==> config.mk <==
export PLATFORM = sky130hd
export DESIGN_NAME = running_sample_statistics
export DESIGN_NICKNAME = d
export VERILOG_FILES = /design/src/hdl/rss_pkg.sv /design/src/hdl/running_sample_statistics.sv /design/src/hdl/rss_front.sv /design/src/hdl/rss_queue.sv /design/src/hdl/rss_back.sv
export SDC_FILE = /design/constraint.sdc
export NUM_CORES = 2
export LEC_CHECK = 0
export BUFFER_PORTS_ARGS = -buffer_cell sky130_fd_sc_hd__buf_2
export CAP_MARGIN = 20
export CORE_UTILIZATION = 25
export CTS_BUF_LIST = sky130_fd_sc_hd__clkbuf_4
export CTS_CLUSTER_DIAMETER = 40
export DETAILED_ROUTE_END_ITERATION = 10
export HOLD_SLACK_MARGIN = 0.15
export PLACE_DENSITY = 0.37
export SYNTH_ARGS = -nofsm -noshare
export SYNTH_HDL_FRONTEND = slang
export SYNTH_HIERARCHICAL = 1
export SYNTH_SLANG_ARGS = --single-unit
==> constraint.sdc <==
create_clock -name clock -period 13.75 [get_ports clock]
set_input_delay 3.4375 -clock clock [delete_from_list [all_inputs] [get_ports clock]]
set_output_delay 3.4375 -clock clock [all_outputs]
set_load 0.02 [all_outputs]
==> src/hdl/rss_pkg.sv <==
// ----------------------------------------------------------------------------
// rss_pkg
// Shared types and constants for the running sample statistics block.
// ----------------------------------------------------------------------------
package rss_pkg;

   // Field widths
   localparam int SAMPLE_W = 16;
   localparam int COUNT_W  = 24;
   localparam int FRAC_W   = 8;
   localparam int SUM_W    = 40;
   localparam int SQ_W     = 54;
   localparam int MEAN_W   = 24;
   localparam int VAR_W    = 39;
   localparam int RMS_W    = 24;
   localparam int CREST_W  = 21;

   // Arithmetic unit widths
   localparam int PROD_W   = 80;
   localparam int MPLIER_W = 40;
   localparam int DIV_W    = 86;
   localparam int DEN_W    = 54;
   localparam int ROOT_W   = 24;
   localparam int RAD_W    = 48;
   localparam int SQREM_W  = 26;
   localparam int DIVCNT_W = 7;
   localparam int SQCNT_W  = 5;

   localparam logic [COUNT_W-1:0] COUNT_FULL = '1;
   localparam logic MODE_PUSH  = 1'b0;
   localparam logic MODE_CLEAR = 1'b1;

   typedef struct packed {
      logic                       mode;
      logic signed [SAMPLE_W-1:0] sample;
   } req_type;

   typedef struct packed {
      logic                       accepted;
      logic [COUNT_W-1:0]         sample_count;
      logic signed [SAMPLE_W-1:0] min_value;
      logic signed [SAMPLE_W-1:0] max_value;
      logic signed [MEAN_W-1:0]   mean_value;
      logic [VAR_W-1:0]           variance_value;
      logic [RMS_W-1:0]           rms_value;
      logic [CREST_W-1:0]         crest_value;
   } rsp_type;

   // Accumulator snapshot handed from front to back
   typedef struct packed {
      logic                       accepted;
      logic [COUNT_W-1:0]         count;
      logic signed [SUM_W-1:0]    sum;
      logic [SQ_W-1:0]            sq;
      logic signed [SAMPLE_W-1:0] min;
      logic signed [SAMPLE_W-1:0] max;
   } snap_type;

   typedef enum logic [3:0] {
      BK_IDLE,
      BK_START,
      BK_MEAN,
      BK_VMUL_A,
      BK_VMUL_B,
      BK_VMUL_C,
      BK_VDIV,
      BK_RDIV,
      BK_RSQRT,
      BK_CMUL_A,
      BK_CMUL_B,
      BK_CDIV,
      BK_CSQRT,
      BK_DONE
   } back_state_type;

endpackage

==> src/hdl/running_sample_statistics.sv <==
// The back end works each word through the serial multiplier (one multiplier
// bit a cycle), the shared 86-step divider and the 24-step square root; words
// with an empty state skip them.
// Throughput: one word per back-end pass; the front takes words at once while
// the two-entry snapshot queue has room. Reset clears the accumulators, queue
// and result valid flag; the block accepts words in the cycle after reset.
// ----------------------------------------------------------------------------
// running_sample_statistics
// Running count, min, max, mean, variance, rms and crest factor of samples.
// ----------------------------------------------------------------------------
module running_sample_statistics import rss_pkg::*; (
   input  logic    clock,
   input  logic    reset,
   input  logic    req_push,
   output logic    req_full,
   input  req_type req_data,
   output logic    rsp_empty,
   input  logic    rsp_pop,
   output rsp_type rsp_data
);

   logic     wr_en, q_full, q_empty, q_pop;
   snap_type wr_data, rd_data;

   assign req_full = q_full;

   // Accumulate samples
   rss_front u_front (
      .clock      (clock),
      .reset      (reset),
      .push       (req_push),
      .req_data   (req_data),
      .queue_full (q_full),
      .wr_en      (wr_en),
      .wr_data    (wr_data)
   );

   // Decouple front and back
   rss_queue u_queue (
      .clock   (clock),
      .reset   (reset),
      .wr_en   (wr_en),
      .wr_data (wr_data),
      .full    (q_full),
      .rd_en   (q_pop),
      .rd_data (rd_data),
      .empty   (q_empty)
   );

   // Derive statistics
   rss_back u_back (
      .clock     (clock),
      .reset     (reset),
      .q_empty   (q_empty),
      .q_data    (rd_data),
      .q_pop     (q_pop),
      .rsp_pop   (rsp_pop),
      .rsp_empty (rsp_empty),
      .rsp_data  (rsp_data)
   );

endmodule

==> src/hdl/rss_front.sv <==
// ----------------------------------------------------------------------------
// rss_front
// Accepts words; a clear word zeroes the accumulators, a sample word updates
// count, min, max, sum and sum of squares; a snapshot is forwarded per word.
// ----------------------------------------------------------------------------
module rss_front import rss_pkg::*; (
   input  logic     clock,
   input  logic     reset,
   input  logic     push,
   input  req_type  req_data,
   input  logic     queue_full,
   output logic     wr_en,
   output snap_type wr_data
);

   logic [COUNT_W-1:0]         count_ff, count_in;
   logic signed [SUM_W-1:0]    sum_ff, sum_in;
   logic [SQ_W-1:0]            sq_ff, sq_in;
   logic signed [SAMPLE_W-1:0] min_ff, min_in, max_ff, max_in;
   logic                       counted;
   logic signed [SAMPLE_W-1:0] v;
   logic signed [2*SAMPLE_W-1:0] v_sq;

   assign wr_en = push && !queue_full;
   assign v     = req_data.sample;
   assign v_sq  = v * v;

   // Update accumulators
   always_comb begin
      count_in = count_ff;
      sum_in   = sum_ff;
      sq_in    = sq_ff;
      min_in   = min_ff;
      max_in   = max_ff;
      counted  = 1'b0;
      if (wr_en) begin
         if (req_data.mode == MODE_CLEAR) begin
            count_in = '0;
            sum_in   = '0;
            sq_in    = '0;
            min_in   = '0;
            max_in   = '0;
         end else if (count_ff != COUNT_FULL) begin
            counted  = 1'b1;
            count_in = count_ff + 1'b1;
            sum_in   = sum_ff + SUM_W'(v);
            sq_in    = sq_ff + {{(SQ_W-2*SAMPLE_W){1'b0}}, v_sq};
            if (count_ff == '0 || v < min_ff) min_in = v;
            if (count_ff == '0 || v > max_ff) max_in = v;
         end
      end
   end

   // Snapshot of the new state
   always_comb begin
      wr_data.accepted = counted;
      wr_data.count    = count_in;
      wr_data.sum      = sum_in;
      wr_data.sq       = sq_in;
      wr_data.min      = min_in;
      wr_data.max      = max_in;
   end

   always_ff @(posedge clock) begin
      if (reset) begin
         count_ff <= '0;
         sum_ff   <= '0;
         sq_ff    <= '0;
         min_ff   <= '0;
         max_ff   <= '0;
      end else begin
         count_ff <= count_in;
         sum_ff   <= sum_in;
         sq_ff    <= sq_in;
         min_ff   <= min_in;
         max_ff   <= max_in;
      end
   end

endmodule

==> src/hdl/rss_queue.sv <==
// ----------------------------------------------------------------------------
// rss_queue
// Two-entry queue of accumulator snapshots between front and back.
// ----------------------------------------------------------------------------
module rss_queue import rss_pkg::*; (
   input  logic     clock,
   input  logic     reset,
   input  logic     wr_en,
   input  snap_type wr_data,
   output logic     full,
   input  logic     rd_en,
   output snap_type rd_data,
   output logic     empty
);

   snap_type   mem_ff [2];
   logic       wr_ptr_ff, rd_ptr_ff;
   logic [1:0] count_ff;
   logic       do_wr, do_rd;

   assign full    = (count_ff == 2'd2);
   assign empty   = (count_ff == 2'd0);
   assign do_wr   = wr_en && !full;
   assign do_rd   = rd_en && !empty;
   assign rd_data = mem_ff[rd_ptr_ff];

   // Store word
   always_ff @(posedge clock) begin
      if (do_wr) mem_ff[wr_ptr_ff] <= wr_data;
   end

   // Advance pointers and fill count
   always_ff @(posedge clock) begin
      if (reset) begin
         wr_ptr_ff <= 1'b0;
         rd_ptr_ff <= 1'b0;
         count_ff  <= 2'd0;
      end else begin
         if (do_wr) wr_ptr_ff <= !wr_ptr_ff;
         if (do_rd) rd_ptr_ff <= !rd_ptr_ff;
         if (do_wr && !do_rd)      count_ff <= count_ff + 2'd1;
         else if (do_rd && !do_wr) count_ff <= count_ff - 2'd1;
      end
   end

endmodule

==> src/hdl/rss_back.sv <==
// ----------------------------------------------------------------------------
// rss_back
// Derives mean, variance, rms and crest factor from a snapshot with a
// serial multiplier, a restoring divider and a digit-by-digit square root.
// ----------------------------------------------------------------------------
module rss_back import rss_pkg::*; (
   input  logic     clock,
   input  logic     reset,
   input  logic     q_empty,
   input  snap_type q_data,
   output logic     q_pop,
   input  logic     rsp_pop,
   output logic     rsp_empty,
   output rsp_type  rsp_data
);

   back_state_type state_ff, state_in;
   snap_type       snap_ff, snap_in;

   logic [MEAN_W-1:0]  mean_ff, mean_in;
   logic [VAR_W-1:0]   var_ff, var_in;
   logic [RMS_W-1:0]   rms_ff, rms_in;
   logic [CREST_W-1:0] crest_ff, crest_in;
   logic [PROD_W-1:0]  prod_ff, prod_in;

   // Serial multiplier
   logic [PROD_W-1:0]   acc_ff, acc_in, mcand_ff, mcand_in;
   logic [MPLIER_W-1:0] mplier_ff, mplier_in;
   logic                mul_busy;

   // Restoring divider
   logic [DIV_W-1:0]    num_ff, num_in;
   logic [DEN_W-1:0]    rem_ff, rem_in, den_ff, den_in;
   logic [DIVCNT_W-1:0] dcnt_ff, dcnt_in;
   logic [DEN_W:0]      rem_sh, rem_diff;
   logic                div_ge, div_busy;

   // Square root
   logic [RAD_W-1:0]   src_ff, src_in;
   logic [SQREM_W-1:0] srem_ff, srem_in;
   logic [ROOT_W-1:0]  root_ff, root_in;
   logic [SQCNT_W-1:0] scnt_ff, scnt_in;
   logic [SQREM_W+1:0] srem_sh, strial, sdiff;
   logic               sq_ge, sq_busy;

   // Output register
   rsp_type out_ff, out_in;
   logic    out_valid_ff, out_valid_in, out_load, out_free;

   logic [SUM_W-1:0]      sum_bits, sum_abs;
   logic [SAMPLE_W:0]     min_abs, max_abs, peak;
   logic [MEAN_W-1:0]     quot_mean;

   assign rsp_empty = !out_valid_ff;
   assign rsp_data  = out_ff;
   assign out_free  = !out_valid_ff || rsp_pop;

   // Operand preparation
   always_comb begin
      sum_bits  = snap_ff.sum;
      sum_abs   = sum_bits[SUM_W-1] ? (~sum_bits + 1'b1) : sum_bits;
      min_abs   = snap_ff.min[SAMPLE_W-1] ? ({1'b0, ~snap_ff.min} + 1'b1)
                                          : {1'b0, snap_ff.min};
      max_abs   = snap_ff.max[SAMPLE_W-1] ? ({1'b0, ~snap_ff.max} + 1'b1)
                                          : {1'b0, snap_ff.max};
      peak      = (min_abs > max_abs) ? min_abs : max_abs;
      quot_mean = num_ff[MEAN_W-1:0];
   end

   // Step the arithmetic units
   always_comb begin
      mul_busy = (mplier_ff != '0);
      div_busy = (dcnt_ff != '0);
      sq_busy  = (scnt_ff != '0);
      rem_sh   = {rem_ff, num_ff[DIV_W-1]};
      div_ge   = (rem_sh >= {1'b0, den_ff});
      rem_diff = rem_sh - {1'b0, den_ff};
      srem_sh  = {srem_ff, src_ff[RAD_W-1:RAD_W-2]};
      strial   = {2'b00, root_ff, 2'b01};
      sq_ge    = (srem_sh >= strial);
      sdiff    = srem_sh - strial;
   end

   // Sequencer
   always_comb begin
      state_in     = state_ff;
      snap_in      = snap_ff;
      mean_in      = mean_ff;
      var_in       = var_ff;
      rms_in       = rms_ff;
      crest_in     = crest_ff;
      prod_in      = prod_ff;
      q_pop        = 1'b0;
      out_load     = 1'b0;

      acc_in    = mplier_ff[0] ? (acc_ff + mcand_ff) : acc_ff;
      mcand_in  = mcand_ff << 1;
      mplier_in = mplier_ff >> 1;

      num_in  = num_ff;
      rem_in  = rem_ff;
      den_in  = den_ff;
      dcnt_in = dcnt_ff;
      if (div_busy) begin
         num_in  = {num_ff[DIV_W-2:0], div_ge};
         rem_in  = div_ge ? rem_diff[DEN_W-1:0] : rem_sh[DEN_W-1:0];
         dcnt_in = dcnt_ff - 1'b1;
      end

      src_in  = src_ff;
      srem_in = srem_ff;
      root_in = root_ff;
      scnt_in = scnt_ff;
      if (sq_busy) begin
         src_in  = {src_ff[RAD_W-3:0], 2'b00};
         srem_in = sq_ge ? sdiff[SQREM_W-1:0] : srem_sh[SQREM_W-1:0];
         root_in = {root_ff[ROOT_W-2:0], sq_ge};
         scnt_in = scnt_ff - 1'b1;
      end

      case (state_ff)
         BK_IDLE: begin
            if (!q_empty) begin
               q_pop    = 1'b1;
               snap_in  = q_data;
               mean_in  = '0;
               var_in   = '0;
               rms_in   = '0;
               crest_in = '0;
               state_in = BK_START;
            end
         end
         BK_START: begin
            if (snap_ff.count == '0) begin
               state_in = BK_DONE;
            end else begin
               num_in   = {{(DIV_W-SUM_W-FRAC_W){1'b0}}, sum_abs, {FRAC_W{1'b0}}};
               den_in   = {{(DEN_W-COUNT_W){1'b0}}, snap_ff.count};
               rem_in   = '0;
               dcnt_in  = DIVCNT_W'(DIV_W);
               state_in = BK_MEAN;
            end
         end
         BK_MEAN: begin
            if (!div_busy) begin
               mean_in = sum_bits[SUM_W-1] ? (~quot_mean + 1'b1) : quot_mean;
               if (snap_ff.count >= COUNT_W'(2)) begin
                  acc_in    = '0;
                  mcand_in  = {{(PROD_W-SQ_W){1'b0}}, snap_ff.sq};
                  mplier_in = {{(MPLIER_W-COUNT_W){1'b0}}, snap_ff.count};
                  state_in  = BK_VMUL_A;
               end else begin
                  num_in   = {{(DIV_W-SQ_W-2*FRAC_W){1'b0}}, snap_ff.sq,
                              {(2*FRAC_W){1'b0}}};
                  den_in   = {{(DEN_W-COUNT_W){1'b0}}, snap_ff.count};
                  rem_in   = '0;
                  dcnt_in  = DIVCNT_W'(DIV_W);
                  state_in = BK_RDIV;
               end
            end
         end
         BK_VMUL_A: begin
            if (!mul_busy) begin
               prod_in   = acc_ff;
               acc_in    = '0;
               mcand_in  = {{(PROD_W-SUM_W){1'b0}}, sum_abs};
               mplier_in = sum_abs;
               state_in  = BK_VMUL_B;
            end
         end
         BK_VMUL_B: begin
            if (!mul_busy) begin
               prod_in   = prod_ff - acc_ff;
               acc_in    = '0;
               mcand_in  = {{(PROD_W-COUNT_W){1'b0}}, snap_ff.count};
               mplier_in = {{(MPLIER_W-COUNT_W){1'b0}}, snap_ff.count};
               state_in  = BK_VMUL_C;
            end
         end
         BK_VMUL_C: begin
            if (!mul_busy) begin
               num_in   = {prod_ff[DIV_W-FRAC_W-1:0], {FRAC_W{1'b0}}};
               den_in   = acc_ff[DEN_W-1:0];
               rem_in   = '0;
               dcnt_in  = DIVCNT_W'(DIV_W);
               state_in = BK_VDIV;
            end
         end
         BK_VDIV: begin
            if (!div_busy) begin
               var_in   = num_ff[VAR_W-1:0];
               num_in   = {{(DIV_W-SQ_W-2*FRAC_W){1'b0}}, snap_ff.sq,
                           {(2*FRAC_W){1'b0}}};
               den_in   = {{(DEN_W-COUNT_W){1'b0}}, snap_ff.count};
               rem_in   = '0;
               dcnt_in  = DIVCNT_W'(DIV_W);
               state_in = BK_RDIV;
            end
         end
         BK_RDIV: begin
            if (!div_busy) begin
               src_in   = num_ff[RAD_W-1:0];
               srem_in  = '0;
               root_in  = '0;
               scnt_in  = SQCNT_W'(ROOT_W);
               state_in = BK_RSQRT;
            end
         end
         BK_RSQRT: begin
            if (!sq_busy) begin
               rms_in = root_ff;
               if (snap_ff.sq != '0) begin
                  acc_in    = '0;
                  mcand_in  = {{(PROD_W-SAMPLE_W-1){1'b0}}, peak};
                  mplier_in = {{(MPLIER_W-SAMPLE_W-1){1'b0}}, peak};
                  state_in  = BK_CMUL_A;
               end else begin
                  state_in = BK_DONE;
               end
            end
         end
         BK_CMUL_A: begin
            if (!mul_busy) begin
               acc_in    = '0;
               mcand_in  = acc_ff;
               mplier_in = {{(MPLIER_W-COUNT_W){1'b0}}, snap_ff.count};
               state_in  = BK_CMUL_B;
            end
         end
         BK_CMUL_B: begin
            if (!mul_busy) begin
               num_in   = {acc_ff[DIV_W-2*FRAC_W-1:0], {(2*FRAC_W){1'b0}}};
               den_in   = snap_ff.sq;
               rem_in   = '0;
               dcnt_in  = DIVCNT_W'(DIV_W);
               state_in = BK_CDIV;
            end
         end
         BK_CDIV: begin
            if (!div_busy) begin
               src_in   = num_ff[RAD_W-1:0];
               srem_in  = '0;
               root_in  = '0;
               scnt_in  = SQCNT_W'(ROOT_W);
               state_in = BK_CSQRT;
            end
         end
         BK_CSQRT: begin
            if (!sq_busy) begin
               crest_in = root_ff[CREST_W-1:0];
               state_in = BK_DONE;
            end
         end
         BK_DONE: begin
            if (out_free) begin
               out_load = 1'b1;
               state_in = BK_IDLE;
            end
         end
         default: begin
            state_in = BK_IDLE;
         end
      endcase
   end

   // Build result word
   always_comb begin
      out_in.accepted       = snap_ff.accepted;
      out_in.sample_count   = snap_ff.count;
      out_in.min_value      = snap_ff.min;
      out_in.max_value      = snap_ff.max;
      out_in.mean_value     = mean_ff;
      out_in.variance_value = var_ff;
      out_in.rms_value      = rms_ff;
      out_in.crest_value    = crest_ff;
      if (out_load)         out_valid_in = 1'b1;
      else if (rsp_pop)     out_valid_in = 1'b0;
      else                  out_valid_in = out_valid_ff;
   end

   // Control registers
   always_ff @(posedge clock) begin
      if (reset) begin
         state_ff     <= BK_IDLE;
         out_valid_ff <= 1'b0;
         dcnt_ff      <= '0;
         scnt_ff      <= '0;
      end else begin
         state_ff     <= state_in;
         out_valid_ff <= out_valid_in;
         dcnt_ff      <= dcnt_in;
         scnt_ff      <= scnt_in;
      end
   end

   // Datapath registers
   always_ff @(posedge clock) begin
      snap_ff   <= snap_in;
      mean_ff   <= mean_in;
      var_ff    <= var_in;
      rms_ff    <= rms_in;
      crest_ff  <= crest_in;
      prod_ff   <= prod_in;
      acc_ff    <= acc_in;
      mcand_ff  <= mcand_in;
      mplier_ff <= mplier_in;
      num_ff    <= num_in;
      rem_ff    <= rem_in;
      den_ff    <= den_in;
      src_ff    <= src_in;
      srem_ff   <= srem_in;
      root_ff   <= root_in;
      if (out_load) out_ff <= out_in;
   end

endmodule

==> key figures <==
Status
  – Run status: complete, no violations

Synth
  – Top-area cell type share of the netlist area: 29.6%
  – Syn Nets: 9663
  – Yosys warning count: 6
  – Cell taking the most area after synthesis: edfxtp_1
  – Main synth FF type: edfxtp_1
  – Syn Inst Count: 8950
  – Post-synthesis async set-or-reset flop share: 0%
  – Synthesized cell area: 87100 µm²
  – Post-synthesis sequential area ratio: 43.5%
  – Mean area per synthesized cell: 9.74 µm²
  – Post-synthesis cell type count: 98
  – EDFF count, synth: 858
  – Yosys reg bits: 1464
  – Largest cells by area after synthesis: edfxtp_1, dfxtp_1, ha_1

Floorplan
  – Die X: 592 µm
  – Die span in y: 592 µm
  – Starting Density: 25.1%
  – Ports: 188
  – Die Area: 351000 µm²
  – Core footprint: 346000 µm²
  – Row cnt: 216

Clock tree
  – Root Buffer: clkbuf_4
  – Clock buffer depth: 4
  – Hold buffers post-CTS: 0
  – Num CTS Buffers: 437
  – Clk sink count: 1464
  – CTS HTree Levels: 5
  – Number of setup buffers added after CTS: 0
  – CTS tree: built
  – Post_cts resized: 0
  – Clk_lat worst skew: 1.44 ns
  – Clk pin slew, worst setup/hold paths: 0.06 ns

Route
  – Vias: 70.0k
  – Drt drc: 0
  – Met3 WL: 15.7 mm
  – DR top layer: met5
  – Remaining antenna violation count after routing: 0
  – Met1 wire length: 149 mm
  – Drt pass-1 iters: 7
  – DRC marker count from the first detailed-route iteration: 5121
  – WL/cell: 22.6 µm
  – Vias/cell: 4.93
  – Total Wirelength: 320 mm
  – Metal2 WL: 147 mm

Hold path
  – Worst min-delay path class: reg -> reg
  – Min-delay src: u_back/rms_ff[18]
  – Hold Path End: u_back/rsp_data[39]
  – WHS Path Cells: 0

Critical path
  – Arrival time worst endpoint: 12.35 ns
  – Max stage delay cell, worst path: o21ai_0
  – Critical path type: in -> reg
  – CP Max Fanout: 36
  – Slowest cell delay on critical path: 0.87 ns
  – Crit-path most repeated cell: fa_1
  – R2r endpoint: u_back/acc_ff[48]
  – Reg-to-reg startpoint: u_back/snap_ff[34]
  – CP required: 14.77 ns
  – Setup slack, reg-to-reg: 8.26 ns
  – Startpoint type of the worst setup path: input pin
  – CP Capture Type: flop
  – Reg2reg path depth: 13

Global routing
  – Total Routing Usage GR: 17.6%
  – Total grt overflow: 0
  – Vias in the first global route: 70.1k
  – Initial antenna violation count: 17
  – Largest net degree at the start of global routing: 89
  – First-pass GRT wire length: 467 mm

Timing
  – RSZ-0062 raised after global routing: no
  – Final setup violation count: 0
  – Fin crit share: 82.4%
  – Crit path time final: 11.32 ns
  – Pins Over Slew Limit: 0
  – Hold Fails Final Rpt: 0
  – Fmax: 0.0883 GHz
  – Slew at the pin with the worst max-slew slack: 1.24 ns
  – Clk_skew: 0.197 ns
  – Slew headroom: 17.0%
  – Post-Route Setup TNS: 0 ns

Placed design
  – IO Port Bufs: 187
  – Dpl hpwl: 239 mm
  – Gpl congestion: 0.903

Cells and area
  – Nets: 9953
  – Layout cells sized above 1: 13.9%
  – Area Growth Syn to Fin: 13.9%

Job
  – Max_cap viols: 0
==> stage by stage <==
stage / setup slack, ns / cell area (µm²) / hold WS (ns) / std cells / util, %
after floorplan: 2.21 / 87100 / 0.400 / 8950 / -
after global placement: 1.18 / 93200 / 0.404 / 13400 / 26.9
after detailed placement: 1.04 / 93200 / 0.405 / 13400 / 26.9
after CTS: 2.59 / 99100 / 0.334 / 14200 / 28.6
after global routing: 1.91 / 99200 / 0.394 / 14200 / 28.6
final: 2.43 / 99200 / 0.362 / 14200 / 28.6
==> kinds of logic after synthesis <==
logic type	after synthesis	synth area share, %
adders and majority gates	692	12.0
buffers and inverters	1109	4.92
AOI/OAI and AO/OA	2353	17.7
DFF	1464	43.5
and+or+nand+nor	2642	13.9
xor gates and xnor gates	434	4.36
muxes	254	3.52
other	2	0.00862
==> layout make-up <==
cell class	instances	area, µm²
Multi-Input combinational cell	6377	45200
Clock inverter	135	848
Timing Repair Buffer	325	2010
Fill cell	36800	247000
Sequential cell	1464	37900
Inverter	635	2400
Antenna cell	11	27.5
Clock buffer	679	5100
Tap cell	4578	5730
==> worst max-delay path by stage <==
| stage | endpoint | from | slack [ns] |
|---|---|---|---|
| after global placement | u_queue/mem_ff[0][68] | req_data[15] | 1.18 |
| after CTS | u_queue/mem_ff[1][74] | req_data[15] | 2.59 |
| after detailed placement | u_queue/mem_ff[1][74] | req_data[15] | 1.04 |
| final | u_queue/mem_ff[0][64] | req_data[15] | 2.43 |
| after global routing | u_queue/mem_ff[1][70] | req_data[15] | 1.91 |
| after floorplan | u_back/rsp_data[0] | rsp_pop | 2.21 |
==> registers in the layout (all words and copies together) (netlist names), 24 cells and up, named ones only <==
signal	cells
u_back/snap_ff	54
u_back/den_ff	54
u_back/acc_ff	78
u_back/rms_ff	24
u_back/mean_ff	24
u_front/count_ff	24
u_back/rem_ff	54
u_back/var_ff	39
u_back/prod_ff	78
u_back/mcand_ff	78
u_back/srem_ff	26
u_back/sum_bits	40
u_back/mplier_ff	40
u_front/sq_ff	54
u_back/rsp_data	165
u_back/num_ff	86
u_front/sum_ff	40
u_back/out_in	57
u_back/src_ff	48
u_back/root_ff	24
u_queue/mem_ff	302
==> cells in the mapped netlist (42+ instances only) <==
cell / n
a22o_1: 112
o21bai_1: 65
edfxtp_1: 858
nand2b_1: 43
nor2b_1: 96
and3_1: 66
a211oi_1: 45
nand4_1: 112
o21ai_0: 566
mux2i_1: 102
a221oi_1: 42
o211ai_1: 60
a21oi_1: 602
fa_1: 241
and2_1: 120
xor2_1: 203
o21a_1: 52
xnor2_1: 231
a221o_1: 66
ha_1: 451
nand2_1: 1045
nor3_1: 134
mux2_2: 62
nand3_1: 195
o31ai_1: 56
mux2_4: 90
a21o_1: 203
dfxtp_1: 606
a31oi_1: 104
nor2_1: 611
nor4_1: 86
a22oi_1: 66
inv_1: 632
clkbuf_1: 390
==> layout by cell type, fill, tap and decap left out, types with 104 or more instances in the layout <==
master and count:
xnor2_1 231, edfxtp_1 858, inv_1 629, clkbuf_4 679, buf_4 136, a21oi_1 599, a31oi_1 104, xor2_1 203
nor3_1 129, dfxtp_1 603, nand4_1 112, a21o_1 203, nand3_1 194, o21ai_0 562, a22o_1 112, and2_1 119
fa_1 241, nand2_1 1044, ha_1 451, buf_2 186, nor2_1 601
==> critical path: cells and delay by family <==
family | cells | cell delay, ns
AND/OR/NAND/NOR | 6 | 1.06
XOR/XNOR | 2 | 0.36
AO/OA/AOI/OAI | 10 | 2.69
buffers and inverters | 7 | 1.23
adder cells (fa/ha/maj) | 8 | 3.54
==> layer usage <==
layer  GRT usage, %  vias to the layer above
li1               -                    33200
met1           24.1                    34400
met2           28.7                     1947
met3           2.57                      459
met4           5.14                        4
met5              0                        -
Power is left out: the tool's default activity adds up to more than one toggle a clock period on the data nets, which glitch-free logic cannot reach.
